File: config.mk
export PLATFORM = sky130hd
export DESIGN_NAME = abct_dp
export DESIGN_NICKNAME = d
export VERILOG_FILES = /design/src/design/abct_pkg.sv /design/src/design/abct_dp.sv
export SDC_FILE = /design/constraint.sdc
export NUM_CORES = 2
export LEC_CHECK = 0
export BUFFER_PORTS_ARGS = -buffer_cell sky130_fd_sc_hd__buf_2
export CORE_MARGIN = 4
export CORE_UTILIZATION = 35
export CTS_CLUSTER_SIZE = 12
export DETAILED_ROUTE_END_ITERATION = 6
export SKIP_CTS_REPAIR_TIMING = 1
export SYNTH_ARGS = -nofsm -noshare
export SYNTH_HDL_FRONTEND = slang
export SYNTH_SLANG_ARGS = --single-unit
File: constraint.sdc
create_clock -name clk_i -period 3.6 [get_ports clk_i]
set_clock_uncertainty 0.1 [all_clocks]
set_input_delay 0.18 -clock clk_i [delete_from_list [all_inputs] [get_ports clk_i]]
set_output_delay 0.18 -clock clk_i [all_outputs]
set_load 0.01 [all_outputs]
File: src/design/abct_pkg.sv
package abct_pkg;

  // default field widths
  localparam int COORD_BITS_DEF = 16;
  localparam int SIZE_BITS_DEF  = 12;
  localparam int MOVE_BITS      = 12;
  localparam int ANCHOR_BITS    = 4;
  localparam int KIND_BITS      = 3;

  // operation codes
  localparam logic [KIND_BITS-1:0] KIND_LOAD    = 3'd0;
  localparam logic [KIND_BITS-1:0] KIND_OVERLAP = 3'd1;
  localparam logic [KIND_BITS-1:0] KIND_POINT   = 3'd2;
  localparam logic [KIND_BITS-1:0] KIND_LEFT    = 3'd3;
  localparam logic [KIND_BITS-1:0] KIND_RIGHT   = 3'd4;
  localparam logic [KIND_BITS-1:0] KIND_TOP     = 3'd5;
  localparam logic [KIND_BITS-1:0] KIND_BOTTOM  = 3'd6;
  localparam logic [KIND_BITS-1:0] KIND_NONE    = 3'd7;

  // anchor codes
  localparam logic [ANCHOR_BITS-1:0] ANC_CENTER        = 4'd0;
  localparam logic [ANCHOR_BITS-1:0] ANC_CENTER_TOP    = 4'd1;
  localparam logic [ANCHOR_BITS-1:0] ANC_CENTER_LEFT   = 4'd2;
  localparam logic [ANCHOR_BITS-1:0] ANC_CENTER_RIGHT  = 4'd3;
  localparam logic [ANCHOR_BITS-1:0] ANC_CENTER_BOTTOM = 4'd4;
  localparam logic [ANCHOR_BITS-1:0] ANC_TOP_LEFT      = 4'd5;
  localparam logic [ANCHOR_BITS-1:0] ANC_TOP_RIGHT     = 4'd6;
  localparam logic [ANCHOR_BITS-1:0] ANC_BOTTOM_LEFT   = 4'd7;
  localparam logic [ANCHOR_BITS-1:0] ANC_BOTTOM_RIGHT  = 4'd8;

  // how far the anchor sits from the top-left corner along one axis
  typedef enum logic [1:0] {
    OFF_NONE = 2'd0,
    OFF_HALF = 2'd1,
    OFF_FULL = 2'd2
  } off_e;

  typedef struct packed {
    off_e x;
    off_e y;
  } anchor_off_t;

  typedef struct packed {
    logic load;
    logic capture;
    logic edge_en;
    logic cmp_en;
  } cmd_t;

  function automatic anchor_off_t anchor_offsets(logic [ANCHOR_BITS-1:0] a);
    anchor_off_t o;
    o.x = OFF_NONE;
    o.y = OFF_NONE;
    case (a)
      ANC_CENTER: begin
        o.x = OFF_HALF;
        o.y = OFF_HALF;
      end
      ANC_CENTER_TOP: begin
        o.x = OFF_HALF;
      end
      ANC_CENTER_LEFT: begin
        o.y = OFF_HALF;
      end
      ANC_CENTER_RIGHT: begin
        o.x = OFF_FULL;
        o.y = OFF_HALF;
      end
      ANC_CENTER_BOTTOM: begin
        o.x = OFF_HALF;
        o.y = OFF_FULL;
      end
      ANC_TOP_RIGHT: begin
        o.x = OFF_FULL;
      end
      ANC_BOTTOM_LEFT: begin
        o.y = OFF_FULL;
      end
      ANC_BOTTOM_RIGHT: begin
        o.x = OFF_FULL;
        o.y = OFF_FULL;
      end
      default: begin
        // top-left and unused codes
        o.x = OFF_NONE;
        o.y = OFF_NONE;
      end
    endcase
    return o;
  endfunction

endpackage

File: src/design/abct_dp.sv
module abct_dp #(
  parameter int COORD_BITS = abct_pkg::COORD_BITS_DEF,
  parameter int SIZE_BITS  = abct_pkg::SIZE_BITS_DEF
) (
  input  logic                                  clk_i,
  input  logic                                  rst_ni,
  input  abct_pkg::cmd_t                        cmd_i,
  input  logic [abct_pkg::KIND_BITS-1:0]        kind_i,
  input  logic signed [COORD_BITS-1:0]          pos_x_i,
  input  logic signed [COORD_BITS-1:0]          pos_y_i,
  input  logic [SIZE_BITS-1:0]                  width_i,
  input  logic [SIZE_BITS-1:0]                  height_i,
  input  logic [abct_pkg::ANCHOR_BITS-1:0]      anchor_i,
  input  logic signed [abct_pkg::MOVE_BITS-1:0] move_x_i,
  input  logic signed [abct_pkg::MOVE_BITS-1:0] move_y_i,
  output logic                                  hit_o
);

  localparam int CW   = COORD_BITS + 1;
  localparam int SW   = SIZE_BITS + 2;
  localparam int MW   = abct_pkg::MOVE_BITS + 1;
  localparam int PW   = (CW > SW) ? CW : SW;
  localparam int MAXW = (PW > MW) ? PW : MW;
  // headroom for corner plus size plus move
  localparam int W    = MAXW + 3;

  typedef logic signed [W-1:0] val_t;

  // one axis of a resolved box, half pixels
  typedef struct packed {
    val_t c;
    val_t s;
    val_t m;
    val_t sm;
  } axis_t;

  // interval ends, still and moved
  typedef struct packed {
    val_t lo;
    val_t hi;
    val_t lom;
    val_t him;
  } span_t;

  function automatic axis_t make_axis(val_t p, val_t sz, val_t mv, abct_pkg::off_e off);
    axis_t a;
    val_t  p2;
    p2     = p <<< 1;
    a.s    = sz <<< 1;
    a.m    = mv <<< 1;
    a.sm   = a.s + a.m;
    case (off)
      abct_pkg::OFF_HALF: a.c = p2 - sz;
      abct_pkg::OFF_FULL: a.c = p2 - a.s;
      default:            a.c = p2;
    endcase
    return a;
  endfunction

  function automatic span_t make_span(axis_t a);
    span_t s;
    s.lo  = a.c;
    s.hi  = a.c + a.s;
    s.lom = a.c + a.m;
    s.him = a.c + a.sm;
    return s;
  endfunction

  function automatic logic meets(val_t alo, val_t ahi, val_t blo, val_t bhi);
    return (alo < ahi) && (alo < bhi) && (blo < ahi) && (blo < bhi);
  endfunction

  // reference box
  logic signed [COORD_BITS-1:0]          ref_x_q, ref_y_q;
  logic [SIZE_BITS-1:0]                  ref_width_q, ref_height_q;
  logic [abct_pkg::ANCHOR_BITS-1:0]      ref_anchor_q;
  logic signed [abct_pkg::MOVE_BITS-1:0] ref_move_x_q, ref_move_y_q;

  always_ff @(posedge clk_i or negedge rst_ni) begin
    if (!rst_ni) begin
      ref_x_q      <= '0;
      ref_y_q      <= '0;
      ref_width_q  <= '0;
      ref_height_q <= '0;
      ref_anchor_q <= '0;
      ref_move_x_q <= '0;
      ref_move_y_q <= '0;
    end else if (cmd_i.load) begin
      ref_x_q      <= pos_x_i;
      ref_y_q      <= pos_y_i;
      ref_width_q  <= width_i;
      ref_height_q <= height_i;
      ref_anchor_q <= anchor_i;
      ref_move_x_q <= move_x_i;
      ref_move_y_q <= move_y_i;
    end
  end

  // corner resolution on the incoming beat
  abct_pkg::anchor_off_t r_off, b_off;
  axis_t rx_d, ry_d, bx_d, by_d;

  always_comb begin
    r_off = abct_pkg::anchor_offsets(ref_anchor_q);
    b_off = abct_pkg::anchor_offsets(anchor_i);
    rx_d  = make_axis(val_t'(ref_x_q), val_t'(ref_width_q), val_t'(ref_move_x_q), r_off.x);
    ry_d  = make_axis(val_t'(ref_y_q), val_t'(ref_height_q), val_t'(ref_move_y_q), r_off.y);
    bx_d  = make_axis(val_t'(pos_x_i), val_t'(width_i), val_t'(move_x_i), b_off.x);
    by_d  = make_axis(val_t'(pos_y_i), val_t'(height_i), val_t'(move_y_i), b_off.y);
  end

  logic [abct_pkg::KIND_BITS-1:0] kind_q;
  axis_t rx_q, ry_q, bx_q, by_q;
  val_t  qx_q, qy_q;
  span_t rxe_q, rye_q, bxe_q, bye_q;
  val_t  qx2_q, qy2_q;
  logic  hit_q, hit_d;

  always_ff @(posedge clk_i) begin
    if (cmd_i.capture) begin
      kind_q <= kind_i;
      rx_q   <= rx_d;
      ry_q   <= ry_d;
      bx_q   <= bx_d;
      by_q   <= by_d;
      qx_q   <= val_t'(pos_x_i) <<< 1;
      qy_q   <= val_t'(pos_y_i) <<< 1;
    end
    if (cmd_i.edge_en) begin
      rxe_q <= make_span(rx_q);
      rye_q <= make_span(ry_q);
      bxe_q <= make_span(bx_q);
      bye_q <= make_span(by_q);
      qx2_q <= qx_q + val_t'(2);
      qy2_q <= qy_q + val_t'(2);
    end
    if (cmd_i.cmp_en) begin
      hit_q <= hit_d;
    end
  end

  // point test keeps the still corner in qx_q and checks last pixel via qx2_q
  always_comb begin
    case (kind_q)
      abct_pkg::KIND_OVERLAP: begin
        hit_d = meets(rxe_q.lo, rxe_q.hi, bxe_q.lo, bxe_q.hi) &&
                meets(rye_q.lo, rye_q.hi, bye_q.lo, bye_q.hi);
      end
      abct_pkg::KIND_POINT: begin
        hit_d = (qx_q >= rxe_q.lo) && (qx2_q <= rxe_q.hi) &&
                (qy_q >= rye_q.lo) && (qy2_q <= rye_q.hi);
      end
      abct_pkg::KIND_LEFT: begin
        hit_d = (rxe_q.lo >= bxe_q.hi) && (rxe_q.lom < bxe_q.him) &&
                meets(rye_q.lom, rye_q.him, bye_q.lom, bye_q.him);
      end
      abct_pkg::KIND_RIGHT: begin
        hit_d = (rxe_q.hi <= bxe_q.lo) && (bxe_q.lom < rxe_q.him) &&
                meets(rye_q.lom, rye_q.him, bye_q.lom, bye_q.him);
      end
      abct_pkg::KIND_TOP: begin
        hit_d = (rye_q.lo >= bye_q.hi) && (rye_q.lom < bye_q.him) &&
                meets(rxe_q.lom, rxe_q.him, bxe_q.lom, bxe_q.him);
      end
      default: begin
        hit_d = (rye_q.hi <= bye_q.lo) && (bye_q.lom < rye_q.him) &&
                meets(rxe_q.lom, rxe_q.him, bxe_q.lom, bxe_q.him);
      end
    endcase
  end

  assign hit_o = hit_q;

endmodule

==> results.tsv <==
stage	metric	value	unit
status	status	finished, final reports clean	
clock_tree	cts_inserted_buffers	76	
power_and_ir_drop	pwr-share-comb	0.345	
flow_run	drv_cap	0	
min_path	hold_path_class	in2reg	
sta	slew_headroom	0.402	
placement	hpwl	100	mm
final_layout	nFillCells	12600	
power_and_ir_drop	p_clk_frac	0.265	
detailed_routing	via_per_inst	5.29	
detailed_routing	drt-total-wl	127	mm
synthesis	synth.most_common_cell	ha_1	
final_layout	final_core_util	0.401	
synthesis	synth.distinct_cells	81	
floorplan	ios	94	
final_layout	instances_no_fill	6485	
synthesis	synth-seq-cells	678	
power_and_ir_drop	switching_share	0.345	
synthesis	synth_cells	4399	
sta	fin_crit	3.46	ns
setup_path	r2r-start	ref_y_q[0]	
setup_path	worstSetupEndpoint	ry_q[75]	
setup_path	r2r.worst_path.cells	13	
setup_path	path_max_fanout	3	
synthesis	synth.avg_cell_area	10.6	µm²
floorplan	core	132000	µm²
clock_tree	htreeDepth	3	
final_layout	drive_above_1_share	0.0749	
floorplan	start_util	0.353	
grt	grt_pass1_wl	192	mm
clock_tree	tritoncts	yes	
sta	hold_viol	0	
grt	grt_usage	0.180	
detailed_routing	first_pass_iters	5	
placement	globalplace.congestion	0.878	
floorplan	die_area	139000	µm²
final_layout	multi_input_area	24500	µm²
floorplan	die_h	373	µm
sta	setup_viol	0	
synthesis	synthFlopType	edfxtp_1	
detailed_routing	ant_nets	0	
power_and_ir_drop	p_int	19200	µW
setup_path	crit_type	reg2reg	
floorplan	die_x	373	µm
final_layout	regArea	19900	µm²
sta	fmax	289	MHz
sta	tightest_slew	0.897	ns
synthesis	ys_seq_area_frac	0.429	
detailed_routing	drt_first_iter_violations	2502	
setup_path	r2r-end	ry_q[75]	
grt	antenna_found_initial	3	
grt	grt_max_degree	101	
setup_path	critPathRequiredTime	3.89	ns
setup_path	startpoint_type	register	
grt	grt_pass1_vias	33600	
synthesis	mappedNetlistNets	5226	
final_layout	synthToLayoutAreaGrowth	13.8	%
clock_tree	clk_path_buf_depth	3	
setup_path	startpoint	ref_y_q[0]	
detailed_routing	wl_per_cell	19.6	µm
synthesis	netlist_top_cells_count	710 x ha_1, 594 x edfxtp_1, 508 x inv_1, 309 x a21oi_1, 269 x nand2_1	
setup_path	critical_path_arrival	3.76	ns
floorplan	row_count	133	
synthesis	synth_edf_count	594	
power_and_ir_drop	power_density	554	nW/µm²
clock_tree	clk_latency	0.65	ns
clock_tree	clk_pin_slew	0.06	ns
placement	place.port_buffers	93	
setup_path	cp-end-kind	register	
power_and_ir_drop	peakVddDrop	0.328	mV
power_and_ir_drop	p_sw	10100	µW
synthesis	synth_top_area_frac	0.384	
grt	grt.overflow.total	0	
clock_tree	clock-sinks	678	
synthesis	yosys-top-cells-area	edfxtp_1 38%, ha_1 19%, dfrtp_1 4.5%	
synthesis	syn_area	46500	µm²
sta	final_max_slew_viol_count	0	
sta	post-route-period-util	0.962	
placement	dp.cells	6247	
clock_tree	cts_root_buf	clkbuf_16	
final_layout	final_nets	5490	
synthesis	ys.warnings.count	0	
power_and_ir_drop	power	29300	µW
power_and_ir_drop	sequentialPowerShare	0.390	
detailed_routing	drcViolationCount	0	
sta	rsz0062_at_grt	no	
setup_path	reg2reg_slack	0.14	ns
synthesis	synth_area_leader_cell	edfxtp_1	
detailed_routing	vias	34300	
power_and_ir_drop	p_leak	0.0230	µW
synthesis	async_flop_share	0.124	
-- layout by cell type, fill, tap and decap left out, types with 39 or more instances in the layout --
cell and instances:
buf_4 41, o21ai_1 116, nand2_1 269, and2_1 44, xnor2_1 201, nor3_1 56, a21oi_1 309, xor2_1 83
mux2_2 49, buf_2 89, nor2_1 225, nor2b_1 66, dlygate4sd3_1 93, o21ai_0 149, edfxtp_1 594, inv_1 508
a21boi_1 39, nand2b_1 51, dfrtp_1 84, a21o_1 141, nand4_1 54, nand3_1 63, clkbuf_16 79, ha_1 710
-- power groups by stage --
| stage | Clock, µW | Sequential [µW] | Combinational [µW] |
|---|---|---|---|
| 2_1_floorplan | 0 | 11000 | 7300 |
| 4_1_cts | 7920 | 11400 | 10000 |
| 3_5_place_dp | 0 | 11500 | 9930 |
| 5_1_grt | 8240 | 11500 | 11500 |
| 3_3_place_gp | 0 | 11500 | 9690 |
| 6_report | 7770 | 11400 | 10100 |
-- state kept, by name (all words and copies together), names as in the netlist, 4 cells and up --
signal,count
ref_anchor_q,4
bx_q,56
rye_q,75
ref_width_q,12
ry_q,56
ref_move_x_q,12
qx2_q,17
qy2_q,17
ref_y_q,16
rx_q,56
ref_x_q,16
bxe_q,75
ref_move_y_q,12
bye_q,75
ref_height_q,12
qx_q,16
qy_q,16
rxe_q,75
by_q,56
-- layer usage --
metal | track usage | wire, µm | vias up
li1 | - | - | 16700
met1 | 0.258 | 60500 | 16600
met2 | 0.286 | 56400 | 810
met3 | 0.0219 | 6630 | 175
met4 | 0.0503 | 3580 | 4
met5 | 0 | 25 | -
-- through the flow --
stage / hold slack [ns] / worst slack (ns) / instance area, µm² / setup TNS (ns)
floorplan: -0.216 / 0.309 / 46500 / 0
global placement: 0.0750 / -0.115 / 49500 / -0.115
detailed placement: 0.0746 / -0.106 / 49500 / -0.106
CTS: -0.643 / -0.134 / 51900 / -0.134
global route: 0.0438 / 0.00559 / 52900 / 0
finish: 0.00602 / 0.136 / 52900 / 0
-- cell families after synthesis --
group,count (synthesis),synth area share
AO/OA/AOI/OAI,1122,0.155
AND/OR/NAND/NOR,958,0.101
adder cells (fa/ha/maj),734,0.201
flip-flops,678,0.429
buffers and inverters,557,0.0450
XOR/XNOR,284,0.0535
multiplexers,66,0.0156
-- final cells by class --
| cell class | count | area share |
|---|---|---|
| multi-input combinational | 3164 | 0.463 |
| antenna | 3 | 0.000142 |
| inverter | 511 | 0.0363 |
| timing repair buffer | 232 | 0.0351 |
| tap | 1755 | 0.0415 |
| clock inverter | 28 | 0.00412 |
| clock buffer | 114 | 0.0425 |
| sequential | 678 | 0.377 |
-- critical path: stages (launching register included) --
cell	delay, ns
dfrtp_1	0.38
inv_1	0.07
ha_1	0.17
inv_1	0.06
fa_1	0.40
a21o_1	0.20
a21o_1	0.24
a2111oi_4	0.37
o31ai_2	0.16
a21o_1	0.23
a21oi_4	0.21
mux2_1	0.33
a21oi_1	0.19
a2bb2oi_2	0.08
-- how the worst min path moves through the flow --
stage / slack, ns / depth (start not counted) / end / start
2_1_floorplan: -0.22 / 0 / ref_anchor_q[0] / rst_ni
3_3_place_gp: 0.07 / 1 / ref_move_x_q[0] / rst_ni
3_5_place_dp: 0.07 / 1 / ref_move_x_q[0] / rst_ni
4_1_cts: -0.64 / 1 / ref_move_x_q[5] / rst_ni
5_1_grt: 0.04 / 1 / rx_q[41] / cmd_i[2]
6_report: 0.006 / 1 / rx_q[41] / cmd_i[2]
Note: power is estimated with default switching activity, not from simulation.
